`src/hdl/sax_pkg.sv`:
```
// ----------------------------------------------------------------------------
// sax_pkg
// Types, constants and the byte fold function of the shift-add-xor hash.
// ----------------------------------------------------------------------------
package sax_pkg;

	localparam int unsigned ACC_W  = 32;
	localparam int unsigned SIZE_W = 31;
	localparam int unsigned BYTE_W = 8;
	localparam int unsigned CNT_W  = 5;

	localparam logic [ACC_W-1:0]  HASH_SEED  = 32'd11;
	localparam logic [SIZE_W-1:0] SIZE_RESET = 31'd13;
	localparam logic [CNT_W-1:0]  LAST_STEP  = 5'd31;

	typedef logic [ACC_W-1:0]  acc_t;
	typedef logic [SIZE_W-1:0] size_t;
	typedef logic [BYTE_W-1:0] byte_t;
	typedef logic [CNT_W-1:0]  cnt_t;

	// commands from the controller to the datapath
	typedef struct packed {
		logic fold;      // fold the byte of the accepted transaction
		logic finish;    // token ends: latch magnitude, reseed accumulator
		logic div_step;  // one remainder step
		logic out_load;  // move the remainder into the output register
	} cmd_t;

	// acc ^ ((acc << 5) + (acc >>> 2) + b), wrapping at 32 bits
	function automatic acc_t fold_byte(input acc_t acc, input byte_t b);
		acc_t shl;
		acc_t sra;
		acc_t sum;
		shl = {acc[ACC_W-6:0], 5'b0};
		sra = {{2{acc[ACC_W-1]}}, acc[ACC_W-1:2]};
		sum = shl + sra + {{(ACC_W-BYTE_W){1'b0}}, b};
		return acc ^ sum;
	endfunction

endpackage

```
`src/hdl/sax_if.sv`:
```
// ----------------------------------------------------------------------------
// sax_in_if / sax_out_if
// Valid/ready channels for token bytes and bucket results.
// ----------------------------------------------------------------------------
interface sax_in_if;
	logic           valid;
	logic           ready;
	sax_pkg::byte_t byte_value;
	logic           has_byte;
	logic           last_byte;

	modport source (output valid, output byte_value, output has_byte, output last_byte,
		input ready);
	modport sink (input valid, input byte_value, input has_byte, input last_byte,
		output ready);
endinterface

interface sax_out_if;
	logic           valid;
	logic           ready;
	sax_pkg::size_t bucket_index;

	modport source (output valid, output bucket_index, input ready);
	modport sink (input valid, input bucket_index, output ready);
endinterface

```
`src/hdl/shift_add_xor_string_hash.sv`:
```
// ----------------------------------------------------------------------------
// shift_add_xor_string_hash
// Shift-add-xor string hash with bucket reduction modulo a configured size.
// ----------------------------------------------------------------------------
// A token enters one byte per transaction; a byte that does not end the token
// is folded in the cycle it is accepted, so bytes stream at one per cycle while
// the block is idle. The transaction marked last_byte starts a 32-step
// restoring remainder unit that reduces the accumulator magnitude modulo the
// bucket count, one quotient bit per cycle; after a token end the next
// transaction waits for the 32 steps, the load of the result register and the
// return to idle, later if the previous result has not yet been taken. The
// result register holds one bucket_index until the sink takes it. The bucket
// count resets to 13; the user writes it through cfg_we/cfg_wdata only while
// the block is idle, which it does not enforce; a size of zero gives bucket 0.
module shift_add_xor_string_hash (
	input  logic                  clk,
	input  logic                  arst_n,
	sax_in_if.sink                token,
	sax_out_if.source             bucket,
	input  logic                  cfg_we,
	input  logic [30:0]           cfg_wdata
);

	sax_pkg::cmd_t cmd;

	sax_ctrl u_ctrl (
		.clk       (clk),
		.arst_n    (arst_n),
		.in_valid  (token.valid),
		.in_has    (token.has_byte),
		.in_last   (token.last_byte),
		.in_ready  (token.ready),
		.out_ready (bucket.ready),
		.out_valid (bucket.valid),
		.cmd       (cmd)
	);

	sax_dp u_dp (
		.clk          (clk),
		.arst_n       (arst_n),
		.cmd          (cmd),
		.byte_value   (token.byte_value),
		.cfg_we       (cfg_we),
		.cfg_wdata    (cfg_wdata),
		.bucket_index (bucket.bucket_index)
	);

endmodule

```
`src/hdl/sax_ctrl.sv`:
```
// ----------------------------------------------------------------------------
// sax_ctrl
// Controller: sequences byte folds, the remainder steps and the result hand-off.
// ----------------------------------------------------------------------------
module sax_ctrl (
	input  logic          clk,
	input  logic          arst_n,
	input  logic          in_valid,
	input  logic          in_has,
	input  logic          in_last,
	output logic          in_ready,
	input  logic          out_ready,
	output logic          out_valid,
	output sax_pkg::cmd_t cmd
);

	typedef enum logic [1:0] {
		ST_IDLE,
		ST_DIV,
		ST_FIN
	} state_t;

	state_t        state_q;
	sax_pkg::cnt_t count_q;
	logic          out_valid_q;
	logic          in_fire;
	logic          out_free;

	assign in_ready  = (state_q == ST_IDLE);
	assign in_fire   = in_valid && in_ready;
	assign out_free  = !out_valid_q || out_ready;
	assign out_valid = out_valid_q;

	always_comb begin
		cmd.fold     = in_fire && in_has;
		cmd.finish   = in_fire && in_last;
		cmd.div_step = (state_q == ST_DIV);
		cmd.out_load = (state_q == ST_FIN) && out_free;
	end

	always_ff @(posedge clk or negedge arst_n) begin
		if (!arst_n) begin
			state_q     <= ST_IDLE;
			count_q     <= '0;
			out_valid_q <= 1'b0;
		end else begin
			if (cmd.out_load) begin
				out_valid_q <= 1'b1;
			end else if (out_ready) begin
				out_valid_q <= 1'b0;
			end
			unique case (state_q)
				ST_IDLE: begin
					if (cmd.finish) begin
						count_q <= '0;
						state_q <= ST_DIV;
					end
				end
				ST_DIV: begin
					count_q <= count_q + 1'b1;
					if (count_q == sax_pkg::LAST_STEP) begin
						state_q <= ST_FIN;
					end
				end
				ST_FIN: begin
					if (out_free) begin
						state_q <= ST_IDLE;
					end
				end
				default: begin
					state_q <= ST_IDLE;
				end
			endcase
		end
	end

`ifndef SYNTHESIS
	a_no_accept_in_div: assert property (@(posedge clk) disable iff (!arst_n)
		(state_q == ST_DIV) |-> !in_ready)
		else $error("token accepted during remainder steps");
	a_token_end_starts_div: assert property (@(posedge clk) disable iff (!arst_n)
		cmd.finish |=> (state_q == ST_DIV) && (count_q == '0))
		else $error("token end did not start the remainder unit");
	a_div_ends: assert property (@(posedge clk) disable iff (!arst_n)
		(state_q == ST_DIV) && (count_q == sax_pkg::LAST_STEP) |=> (state_q == ST_FIN))
		else $error("remainder unit overran its step count");
	a_no_overwrite: assert property (@(posedge clk) disable iff (!arst_n)
		out_valid_q && !out_ready |=> !$past(cmd.out_load))
		else $error("pending result overwritten");
`endif

endmodule

```
`src/hdl/sax_dp.sv`:
```
// ----------------------------------------------------------------------------
// sax_dp
// Datapath: accumulator, table size register, restoring remainder unit and
// result register.
// ----------------------------------------------------------------------------
module sax_dp (
	input  logic           clk,
	input  logic           arst_n,
	input  sax_pkg::cmd_t  cmd,
	input  sax_pkg::byte_t byte_value,
	input  logic           cfg_we,
	input  sax_pkg::size_t cfg_wdata,
	output sax_pkg::size_t bucket_index
);

	sax_pkg::acc_t  acc_q;
	sax_pkg::size_t size_q;
	sax_pkg::acc_t  mag_q;
	sax_pkg::size_t rem_q;
	sax_pkg::size_t bucket_q;
	sax_pkg::acc_t  acc_next;
	sax_pkg::acc_t  acc_abs;
	sax_pkg::acc_t  trial;
	sax_pkg::acc_t  diff;
	sax_pkg::size_t rem_next;

	assign acc_next = cmd.fold ? sax_pkg::fold_byte(acc_q, byte_value) : acc_q;
	// most negative value maps to 2^31, which fits the unsigned 32-bit word
	assign acc_abs  = acc_next[sax_pkg::ACC_W-1] ? (~acc_next + 1'b1) : acc_next;

	// shift in the next dividend bit, subtract the size when it fits
	assign trial    = {rem_q, mag_q[sax_pkg::ACC_W-1]};
	assign diff     = trial - {1'b0, size_q};
	assign rem_next = (trial >= {1'b0, size_q}) ? diff[sax_pkg::SIZE_W-1:0]
		: trial[sax_pkg::SIZE_W-1:0];

	always_ff @(posedge clk or negedge arst_n) begin
		if (!arst_n) begin
			acc_q  <= sax_pkg::HASH_SEED;
			size_q <= sax_pkg::SIZE_RESET;
		end else begin
			if (cfg_we) begin
				size_q <= cfg_wdata;
			end
			if (cmd.finish) begin
				acc_q <= sax_pkg::HASH_SEED;
			end else if (cmd.fold) begin
				acc_q <= acc_next;
			end
		end
	end

	always_ff @(posedge clk) begin
		if (cmd.finish) begin
			mag_q <= acc_abs;
			rem_q <= '0;
		end else if (cmd.div_step) begin
			mag_q <= {mag_q[sax_pkg::ACC_W-2:0], 1'b0};
			rem_q <= rem_next;
		end
		if (cmd.out_load) begin
			bucket_q <= (size_q == '0) ? '0 : rem_q;
		end
	end

	assign bucket_index = bucket_q;

endmodule
```
`src/flat_wrapper.sv`:
```
// flat-port wrapper written by rule: the top's interface ports become plain ports
module shift_add_xor_string_hash_flat 
  (clk, arst_n, cfg_we, cfg_wdata, token_valid, token_byte_value, token_has_byte, token_last_byte, token_ready, bucket_valid, bucket_bucket_index, bucket_ready);
  sax_in_if token_i ();
  sax_out_if bucket_i ();
  input  logic clk;
  input  logic arst_n;
  input  logic cfg_we;
  input  logic [30:0] cfg_wdata;
  input wire logic [$bits(token_i.valid)-1:0] token_valid;
  input wire logic [$bits(token_i.byte_value)-1:0] token_byte_value;
  input wire logic [$bits(token_i.has_byte)-1:0] token_has_byte;
  input wire logic [$bits(token_i.last_byte)-1:0] token_last_byte;
  output wire logic [$bits(token_i.ready)-1:0] token_ready;
  output wire logic [$bits(bucket_i.valid)-1:0] bucket_valid;
  output wire logic [$bits(bucket_i.bucket_index)-1:0] bucket_bucket_index;
  input wire logic [$bits(bucket_i.ready)-1:0] bucket_ready;
  assign token_i.valid = token_valid;
  assign token_i.byte_value = token_byte_value;
  assign token_i.has_byte = token_has_byte;
  assign token_i.last_byte = token_last_byte;
  assign token_ready = token_i.ready;
  assign bucket_valid = bucket_i.valid;
  assign bucket_bucket_index = bucket_i.bucket_index;
  assign bucket_i.ready = bucket_ready;
  shift_add_xor_string_hash u_core (.clk(clk), .arst_n(arst_n), .token(token_i), .bucket(bucket_i), .cfg_we(cfg_we), .cfg_wdata(cfg_wdata));
endmodule
```
`config.mk`:
```
export PLATFORM = sky130hd
export DESIGN_NAME = shift_add_xor_string_hash_flat
export DESIGN_NICKNAME = d
export VERILOG_FILES = /design/src/hdl/sax_pkg.sv /design/src/hdl/sax_if.sv /design/src/hdl/shift_add_xor_string_hash.sv /design/src/hdl/sax_ctrl.sv /design/src/hdl/sax_dp.sv /design/src/flat_wrapper.sv
export SDC_FILE = /design/constraint.sdc
export NUM_CORES = 1
export LEC_CHECK = 0
export BUFFER_PORTS_ARGS = -buffer_cell sky130_fd_sc_hd__buf_4
export CAP_MARGIN = 30
export CELL_PAD_IN_SITES_DETAIL_PLACEMENT = 0
export CELL_PAD_IN_SITES_GLOBAL_PLACEMENT = 1
export CORE_MARGIN = 2
export CORE_UTILIZATION = 40
export DETAILED_ROUTE_END_ITERATION = 12
export PLACE_DENSITY_LB_ADDON = 0.1
export SYNTH_ARGS = -nofsm -noshare
export SYNTH_HDL_FRONTEND = slang
export SYNTH_SLANG_ARGS = --single-unit
```
`constraint.sdc`:
```
create_clock -name clk -period 13.9 [get_ports clk]
set_clock_uncertainty 0.2 [all_clocks]
set_input_delay 2.78 -clock clk [delete_from_list [all_inputs] [get_ports clk]]
set_output_delay 2.78 -clock clk [all_outputs]
set_load 0.02 [all_outputs]
```
After elaboration in Yosys (flattened, before gate mapping) --
Cells that the tools add are included.
Cells by class: add/sub/neg operators 5, order comparisons 1, equality and inequality tests 6, multiplexer cells 15, bitwise operators 2, reduce and logical (&&, ||, !) cells 14
Operators with widths (number):
- 32-bit two-way mux | 6
- 32-bit by 1-bit adder with 32-bit output, second input constant | 1
- 32-bit adder | 1
- 32-bit by 8-bit adder with 32-bit output | 1
- 32-bit by 31-bit >= comparator with 1-bit output | 1
- 32-bit inverter | 1
- 32-bit XOR | 1
- 31-bit logical NOT | 1
- 31-bit two-way mux | 1
- 31-bit subtractor | 1
- 5-bit one-hot mux with 2 select lines | 1
- 2-bit nonzero test | 4
- 2-bit two-way mux | 3
- 2-bit one-hot mux with 3 select lines | 1
- 5-bit by 1-bit adder with 5-bit output, second input constant | 1
- 5-bit == test, second input constant | 1
- 5-bit two-way mux | 1
- 1-bit logical AND | 4
- 2-bit inequality test, second input constant | 2
- 3-bit AND reduction | 1
- 2-bit by 1-bit == test with 1-bit output, second input constant | 1
- 2-bit == test, second input constant | 1
- 2-bit logical NOT | 1
- 1-bit two-way mux | 2
- other kinds (4) | 4
Word-level totals: register bits 165, input port bits 46, output and inout port bits 33, logic and storage cells 51

Logic depth before layout (Yosys ltp) --
Gate-level depths: netlist (run 1).
depth in word-level cells 8, gate-level depth with buffers 16, depth with buffers taken out 15

Cells and area by module --
From an unflattened synthesis (run 1), not the netlist that was laid out.
Second synthesis, totals: cells, all modules 1286, area total of the unflattened synthesis 11940.2 um^2
By module, submodules not included:
- sax_dp | times used 1, cells an instance 1249, area an instance 11526.1 um^2, sequential area each 4096.4 um^2
- sax_ctrl | times used 1, cells an instance 37, area an instance 414.1 um^2, sequential area each 200.2 um^2

Worst setup path before layout (run 1) --
Ideal clock, no wire load.
kind input port to flip-flop, from in token_byte_value[5], to reg u_core.u_dp.mag_q[28], data pin, setup time 0.257 ns, arrival 6.444 ns, data required time 13.443 ns, slack 6.999 ns, stages on the path 15, buffers on the path 0, path through inv_1 fa_1 inv_1 ha_1 and3_1 a211oi_1 a21o_1 o21bai_1 xor2_1 or4_4 a2111oi_4 nand3_4 nor4_1 mux2i_1 nand2_1
On the way: cells in the longest elaborated chain, start to end 7
RTL lines:
- start: declaration | line flat_wrapper.sv:11 | input wire logic [$bits(token_i.byte_value)-1:0] token_byte_value;
- 32-bit by 8-bit adder with 32-bit output (*) | line sax_pkg.sv:36 | sum = shl + sra + {{(ACC_W-BYTE_W){1'b0}}, b};
- 32-bit XOR (*) | line sax_pkg.sv:37 | return acc ^ sum;
- 32-bit two-way mux (*) | line sax_dp.sv:27 | assign acc_next = cmd.fold ? sax_pkg::fold_byte(acc_q, byte_value) : acc_q;
- 32-bit inverter | line sax_dp.sv:29 | assign acc_abs = acc_next[sax_pkg::ACC_W-1] ? (~acc_next + 1'b1) : acc_next;
- 32-bit by 1-bit adder with 32-bit output | line sax_dp.sv:29
- 32-bit two-way mux (*) | line sax_dp.sv:29
- 32-bit two-way mux (*) | line sax_dp.sv:54 | if (cmd.finish) begin
- end signal: assignment | line sax_dp.sv:55 | mag_q <= acc_abs;
- end signal: assignment | line sax_dp.sv:58 | mag_q <= {mag_q[sax_pkg::ACC_W-2:0], 1'b0};
- end: declaration | line sax_dp.sv:18 | sax_pkg::acc_t mag_q;
Every way passes the cells marked *; elsewhere a longest branch is shown, timed or not. A chain may end at the register's enable or synchronous reset.

Worst setup path in the final report (run 1) --
from in token_byte_value[5], to reg u_core.u_dp.mag_q[29], data pin
Same word-level chain as after synthesis.

==> impl_metrics.env, run 1 <==
export IMPL_outcome="finished, final reports clean"
export IMPL_cts_sinks=165
export IMPL_path_max_fanout=9
export IMPL_min_path_type="reg -> reg"
export IMPL_vias=10655
export IMPL_ios=79
export IMPL_powerDensity_nw_per_um2=188
export IMPL_die_w_um=180
export IMPL_synth_edf_count=63
export IMPL_setup_tns_ps=0
export IMPL_multiInputGateArea_um2=7610
export IMPL_drv_cap=0
export IMPL_htreeDepth=4
export IMPL_detail_route_antenna_nets=0
export IMPL_ctsResizeCount=0
export IMPL_synth_top_area_frac=0.152
export IMPL_relSlewSlack=0.318
export IMPL_drt_iter0_markers=702
export IMPL_yosysTopAreaCell="edfxtp_1"
export IMPL_final_nets=1632
export IMPL_dpl_hpwl_mm=25.0
export IMPL_routed_wl_mm=33.7
export IMPL_grt_max_degree=69
export IMPL_netlist_top_cells_area="edfxtp_1 15%, dfrtp_1 13%, ha_1 9.3%"
export IMPL_startpoint_type="input pin"
export IMPL_crit_required_ps=13890
export IMPL_fin_crit_ps=7090
export IMPL_place_congestion=0.858
export IMPL_numCtsBuffers=17
export IMPL_cts_tree="yes"
export IMPL_design_die_area_um2=32500
export IMPL_leakagePower_nw=6.06
export IMPL_max_freq_ghz=0.141
export IMPL_yosysUniqueCellTypes=86
export IMPL_syn_instance_count=1447
export IMPL_cp_arrival_ps=7070
export IMPL_netlist_area_um2=12400
export IMPL_grt_first_pass_wirelength_mm=55.6
export IMPL_ys_top_cells_by_count="199 x nand2_1, 145 x o21ai_0, 92 x ha_1, 81 x nor2_1"
export IMPL_grt_util_all_layers=0.210
export IMPL_antenna_found_initial=0
export IMPL_start_util=0.406
export IMPL_ys_ff_latch=165
export IMPL_ir_drop_mv=0.0892
export IMPL_final_fill_count=3096
export IMPL_diodes=0
export IMPL_cts_buffer_depth=2
export IMPL_clk_pin_slew_ps=60
export IMPL_seq_area_um2=4300
export IMPL_insertion_delay_ps=440
export IMPL_drv_slew=0
export IMPL_drive_gt1_frac=0.113
export IMPL_rsz0062_at_grt="false"
export IMPL_drc=0
export IMPL_syn2layout_area_growth_pct=12.5
export IMPL_rows=64
export IMPL_fin_total_pwr_w=0.00262
export IMPL_grt_pass1_vias=10358
export IMPL_synthFlopType="dfrtp_1"
export IMPL_synth_warnings=0
export IMPL_hold_viol_final=0
export IMPL_core_um2=30600
export IMPL_holdBufCountCts=0
export IMPL_tightest_slew_ps=1020
export IMPL_drt_first_pass_iters=5
export IMPL_cp_end_kind="flip-flop"
export IMPL_syn_nets=1590
export IMPL_post_drt_wl_per_cell_um=17.8
export IMPL_placement_io_buffers=78
export IMPL_async_flop_share=0.430
export IMPL_vias_per_cell=5.61
export IMPL_avgSynthCellArea_um2=8.58
export IMPL_setup_viol=0
export IMPL_die_h_um=180
export IMPL_yosysMostFrequentCell="nand2_1"
export IMPL_period_share=0.510
export IMPL_root_buffer="clkbuf_16"
export IMPL_overflow=0
export IMPL_ys_seq_area_frac=0.346
export IMPL_criticalPathCategory="in -> reg"
export IMPL_postCtsSetupBuffers=0
-- placed cells by master (no fill, tap or decap), types with 7 or more instances in the layout --
master,Yosys,routed
nor3_1,28,28
or3_1,11,11
nor4b_1,8,8
nor4_1,11,11
a21oi_1,59,59
nand4_1,19,19
inv_1,65,65
o21ai_0,145,145
and3_1,17,17
nand2b_1,19,19
a211oi_1,19,19
o211ai_1,7,7
mux2_2,7,7
mux2i_1,27,27
nor3b_1,7,7
nor2_1,81,79
xor2_1,25,25
nand2_1,199,199
nand3_1,32,31
o21a_1,16,16
o21ai_1,21,21
or4b_2,7,7
dfxtp_1,31,31
dfrtp_1,65,65
clkbuf_16,0,17
o22ai_1,9,9
xnor2_1,52,52
and2_1,11,11
ha_1,92,92
edfxtp_1,63,63
nor2b_1,42,41
a21o_1,34,34
buf_4,0,94
a31oi_1,21,21
-- routing by layer --
metal | vias to the layer above | track usage | part of all wire
met1 | 5075 | 0.288 | 0.48
met5 | - | 0 | 0
met3 | 34 | 0.0267 | 0.032
met4 | 0 | 0.0552 | 0.016
li1 | 5358 | - | -
met2 | 188 | 0.352 | 0.47
-- cell families after synthesis --
family / count (synthesis) / synth area share
AO/OA/AOI/OAI: 419 / 0.217
XOR/XNOR: 77 / 0.0543
adder cells (fa/ha/maj): 97 / 0.101
buffers and inverters: 136 / 0.0427
flip-flops: 165 / 0.346
multiplexers: 34 / 0.0281
AND/OR/NAND/NOR: 519 / 0.211
-- critical path, stage by stage --
cell,delay [ps]
buf_4,80
inv_1,40
fa_1,520
inv_1,40
ha_1,370
and2_1,200
o21ai_1,200
nand3_1,180
a41oi_1,590
o31a_1,250
a21oi_1,60
a211oi_1,630
nand4_1,400
nor4_4,470
a31o_1,200
nand3_1,60
-- metrics by stage --
step	hold slack, ps	setup slack, ps	std cells	util	area, um2
2_1_floorplan	242	7000	1447	-	12400
3_3_place_gp	266	6440	1866	0.437	13400
3_5_place_dp	268	6410	1866	0.437	13400
4_1_cts	277	6870	1898	0.456	14000
5_1_grt	323	6400	1898	0.456	14000
6_report	272	6810	1898	0.456	14000
-- final cells by class --
class                   count  area share
repair buffers             94      0.0505
well taps                 396      0.0355
clock buffers              17      0.0305
inverters                  65      0.0175
flip-flops and latches    165       0.308
clock inverters            15      0.0130
multi-input cells        1146       0.545
-- power by group --
group	total [W]	switching [W]	internal (W)
sequential	0.000788	0.000106	0.000682
clock	0.000494	0.000211	0.000284
combinational	0.00134	0.000778	0.000558
-- sequential cells by signal (all words and copies together) (netlist names) --
| register | flops |
|---|---|
| u_core.u_dp.acc_q | 32 |
| u_core.u_dp.mag_q | 32 |
| u_core.u_dp.bucket_index | 31 |
| u_core.u_dp.rem_q | 31 |
| u_core.u_dp.size_q | 31 |
| u_core.u_ctrl.count_q | 5 |
| u_core.u_ctrl.state_q | 2 |
| u_core.u_ctrl.out_valid | 1 |
-- path summary, 6_finish.rpt --
kind                            slack [ps]                        to                startpoint  cells after the start
worst min register to register         270  u_core.u_ctrl.count_q[3]  u_core.u_ctrl.count_q[3]                      1
worst min-delay path                   270  u_core.u_ctrl.count_q[3]  u_core.u_ctrl.count_q[3]                      1
max in group asynchronous            10440  u_core.u_ctrl.count_q[4]                    arst_n                      2
worst max register to register        8630     u_core.u_dp.mag_q[29]      u_core.u_dp.acc_q[0]                     15
worst max-delay path                  6810     u_core.u_dp.mag_q[29]       token_byte_value[5]                     16
min in group asynchronous             2020    u_core.u_dp.size_q[10]                    arst_n                      1
No activity file was read; power rests on OpenSTA's default activity.
==> run 2: changes to the inputs <==
clock period = 6 ns   (was 13.9 ns; I/O delays follow)
==> run 2 against run 1 <==
  * Total power grew 130%
  * Global-route usage up 0.25 points
  * Via count decreased by 1.7%
  * Hold slack better by 11 ps
  * Clock-buffer cell count unchanged
  * Flip-flop and latch count unchanged
  * Critical path depth is the same
  * Sequential share of layout area shrank 0.27 points
  * Register-to-register slack lost 7700 ps
  * First-iteration DRC count shrank 7.4%
  * Clock power up 130%
  * Wire length up 0.89%
==> impl_metrics.env, run 2 (synthesis results as in run 1) <==
export IMPL_syn2layout_area_growth_pct=13.5
export IMPL_clk_pin_slew_ps=70
export IMPL_ctsResizeCount=0
export IMPL_crit_slowest_cell="a2111oi_0"
export IMPL_cp_common_cell="ha_1"
export IMPL_die_w_um=180
export IMPL_numCtsBuffers=17
export IMPL_rsz0062_at_grt="false"
export IMPL_rows=64
export IMPL_setup_tns_ps=0
export IMPL_routed_wl_mm=34.0
export IMPL_overflow=0
export IMPL_criticalPathCategory="in -> reg"
export IMPL_placement_io_buffers=78
export IMPL_final_nets=1644
export IMPL_leakagePower_nw=6.13
export IMPL_holdBufCountCts=0
export IMPL_place_congestion=0.848
export IMPL_grt_util_all_layers=0.213
export IMPL_cts_tree="yes"
export IMPL_die_h_um=180
export IMPL_detail_route_antenna_nets=0
export IMPL_dpl_hpwl_mm=25.3
export IMPL_ir_drop_mv=0.245
export IMPL_drt_first_pass_iters=5
export IMPL_tightest_slew_ps=946
export IMPL_crit_required_ps=5990
export IMPL_ios=79
export IMPL_reg_top3="u_core.u_dp.acc_q x32, u_core.u_dp.mag_q x32"
export IMPL_max_freq_ghz=0.189
export IMPL_hold_viol_final=0
export IMPL_mostFrequentLayoutCells="199 x nand2_1, 145 x o21ai_0, 103 x buf_4"
export IMPL_start_util=0.406
export IMPL_core_um2=30600
export IMPL_drc=0
export IMPL_cts_sinks=165
export IMPL_design_die_area_um2=32500
export IMPL_diodes=0
export IMPL_relSlewSlack=0.367
export IMPL_path_cells="buf_4 > ha_1 > ha_1 > inv_1 > fa_1 > and2b_1 > o2111ai_1 > nand3_1 > a41oi_1 > or3_1 > a2111oi_0 > xnor2_1 > nand4_1 > nor4_1 > mux2i_1 > nand2_1"
export IMPL_startpoint_type="input pin"
export IMPL_insertion_delay_ps=450
export IMPL_htreeDepth=4
export IMPL_final_common_cell="nand2_1"
export IMPL_grt_pass1_vias=10202
export IMPL_cp_arrival_ps=5270
export IMPL_drv_cap=0
export IMPL_vias=10478
export IMPL_root_buffer="clkbuf_16"
export IMPL_drt_iter0_markers=650
export IMPL_antenna_found_initial=0
export IMPL_seq_area_um2=4300
export IMPL_postCtsSetupBuffers=0
export IMPL_multiInputGateArea_um2=7610
export IMPL_slowest_delay_ps=500
export IMPL_path_max_fanout=6
export IMPL_min_path_type="reg -> reg"
export IMPL_setup_viol=0
export IMPL_grt_first_pass_wirelength_mm=55.9
export IMPL_drv_slew=0
export IMPL_whs_ps=283
export IMPL_drive_gt1_frac=0.120
export IMPL_period_share=0.880
export IMPL_vias_per_cell=5.49
export IMPL_cp_end_kind="flip-flop"
export IMPL_powerDensity_nw_per_um2=433
export IMPL_final_fill_count=3060
export IMPL_outcome="finished, final reports clean"
export IMPL_grt_max_degree=69
export IMPL_fin_crit_ps=5280
export IMPL_post_drt_wl_per_cell_um=17.8
export IMPL_cts_buffer_depth=2
run 2: cell count changes in the layout (fill, tap and decap cells not counted), moves of 2 or more:
cell / change
buf_4: +9
inv_8: +6
clkinv_4: -4
clkinv_8: +4
bufinv_16: -3
clkinvlp_4: -2
run 2: routing by layer:
metal / global-route usage / up-vias / wire length, um
met3: 0.0271 / 32 / 997
met4: 0.0594 / 0 / 610
met1: 0.286 / 4893 / 16100
met5: 0 / - / 0
met2: 0.361 / 169 / 16300
li1: - / 5384 / -
run 2: final timing paths:
| path | from | to | slack, ps | depth (start not counted) |
|---|---|---|---|---|
| setup reg to reg | u_core.u_dp.acc_q[0] | u_core.u_dp.mag_q[30] | 960 | 15 |
| max in group asynchronous | arst_n | u_core.u_dp.acc_q[30] | 4060 | 2 |
| setup / recovery | token_byte_value[1] | u_core.u_dp.mag_q[28] | 720 | 16 |
| hold / removal | u_core.u_ctrl.count_q[3] | u_core.u_ctrl.count_q[3] | 280 | 1 |
| min in group asynchronous | arst_n | u_core.u_dp.size_q[9] | 420 | 1 |
| hold reg to reg | u_core.u_ctrl.count_q[3] | u_core.u_ctrl.count_q[3] | 280 | 1 |
run 2: power breakdown:
part | switching [W] | total (W) | internal, W
logic | 0.00182 | 0.00316 | 0.00133
clock network | 0.000559 | 0.00112 | 0.000564
registers | 0.000245 | 0.00182 | 0.00158
total | 0.00263 | 0.00610 | 0.00348
run 2: layout make-up:
| type | instances | area share |
|---|---|---|
| timing repair buffer | 106 | 0.0593 |
| tap | 396 | 0.0352 |
| clock buffer | 17 | 0.0302 |
| inverter | 65 | 0.0173 |
| sequential | 165 | 0.305 |
| clock inverter | 15 | 0.0123 |
| multi-input combinational | 1146 | 0.541 |
run 2: critical path, delay by kind of cell:
kind | cells | cell delay [ps]
and+or+nand+nor | 6 | 1470
buffers and inverters | 2 | 170
xor gates and xnor gates | 1 | 330
AOI/OAI and AO/OA | 3 | 1050
adders and majority gates | 3 | 820
muxes | 1 | 220
run 2: stage by stage:
stage,std cells,worst slack (ps),power [W],util,area [um2]
after floorplan,1447,679,0.00419,-,12400
after global placement,1876,293,0.00498,0.439,13400
after detailed placement,1877,266,0.00501,0.440,13500
after CTS,1909,739,0.00616,0.460,14100
after global routing,1910,275,0.00663,0.460,14100
final,1910,720,0.00610,0.460,14100
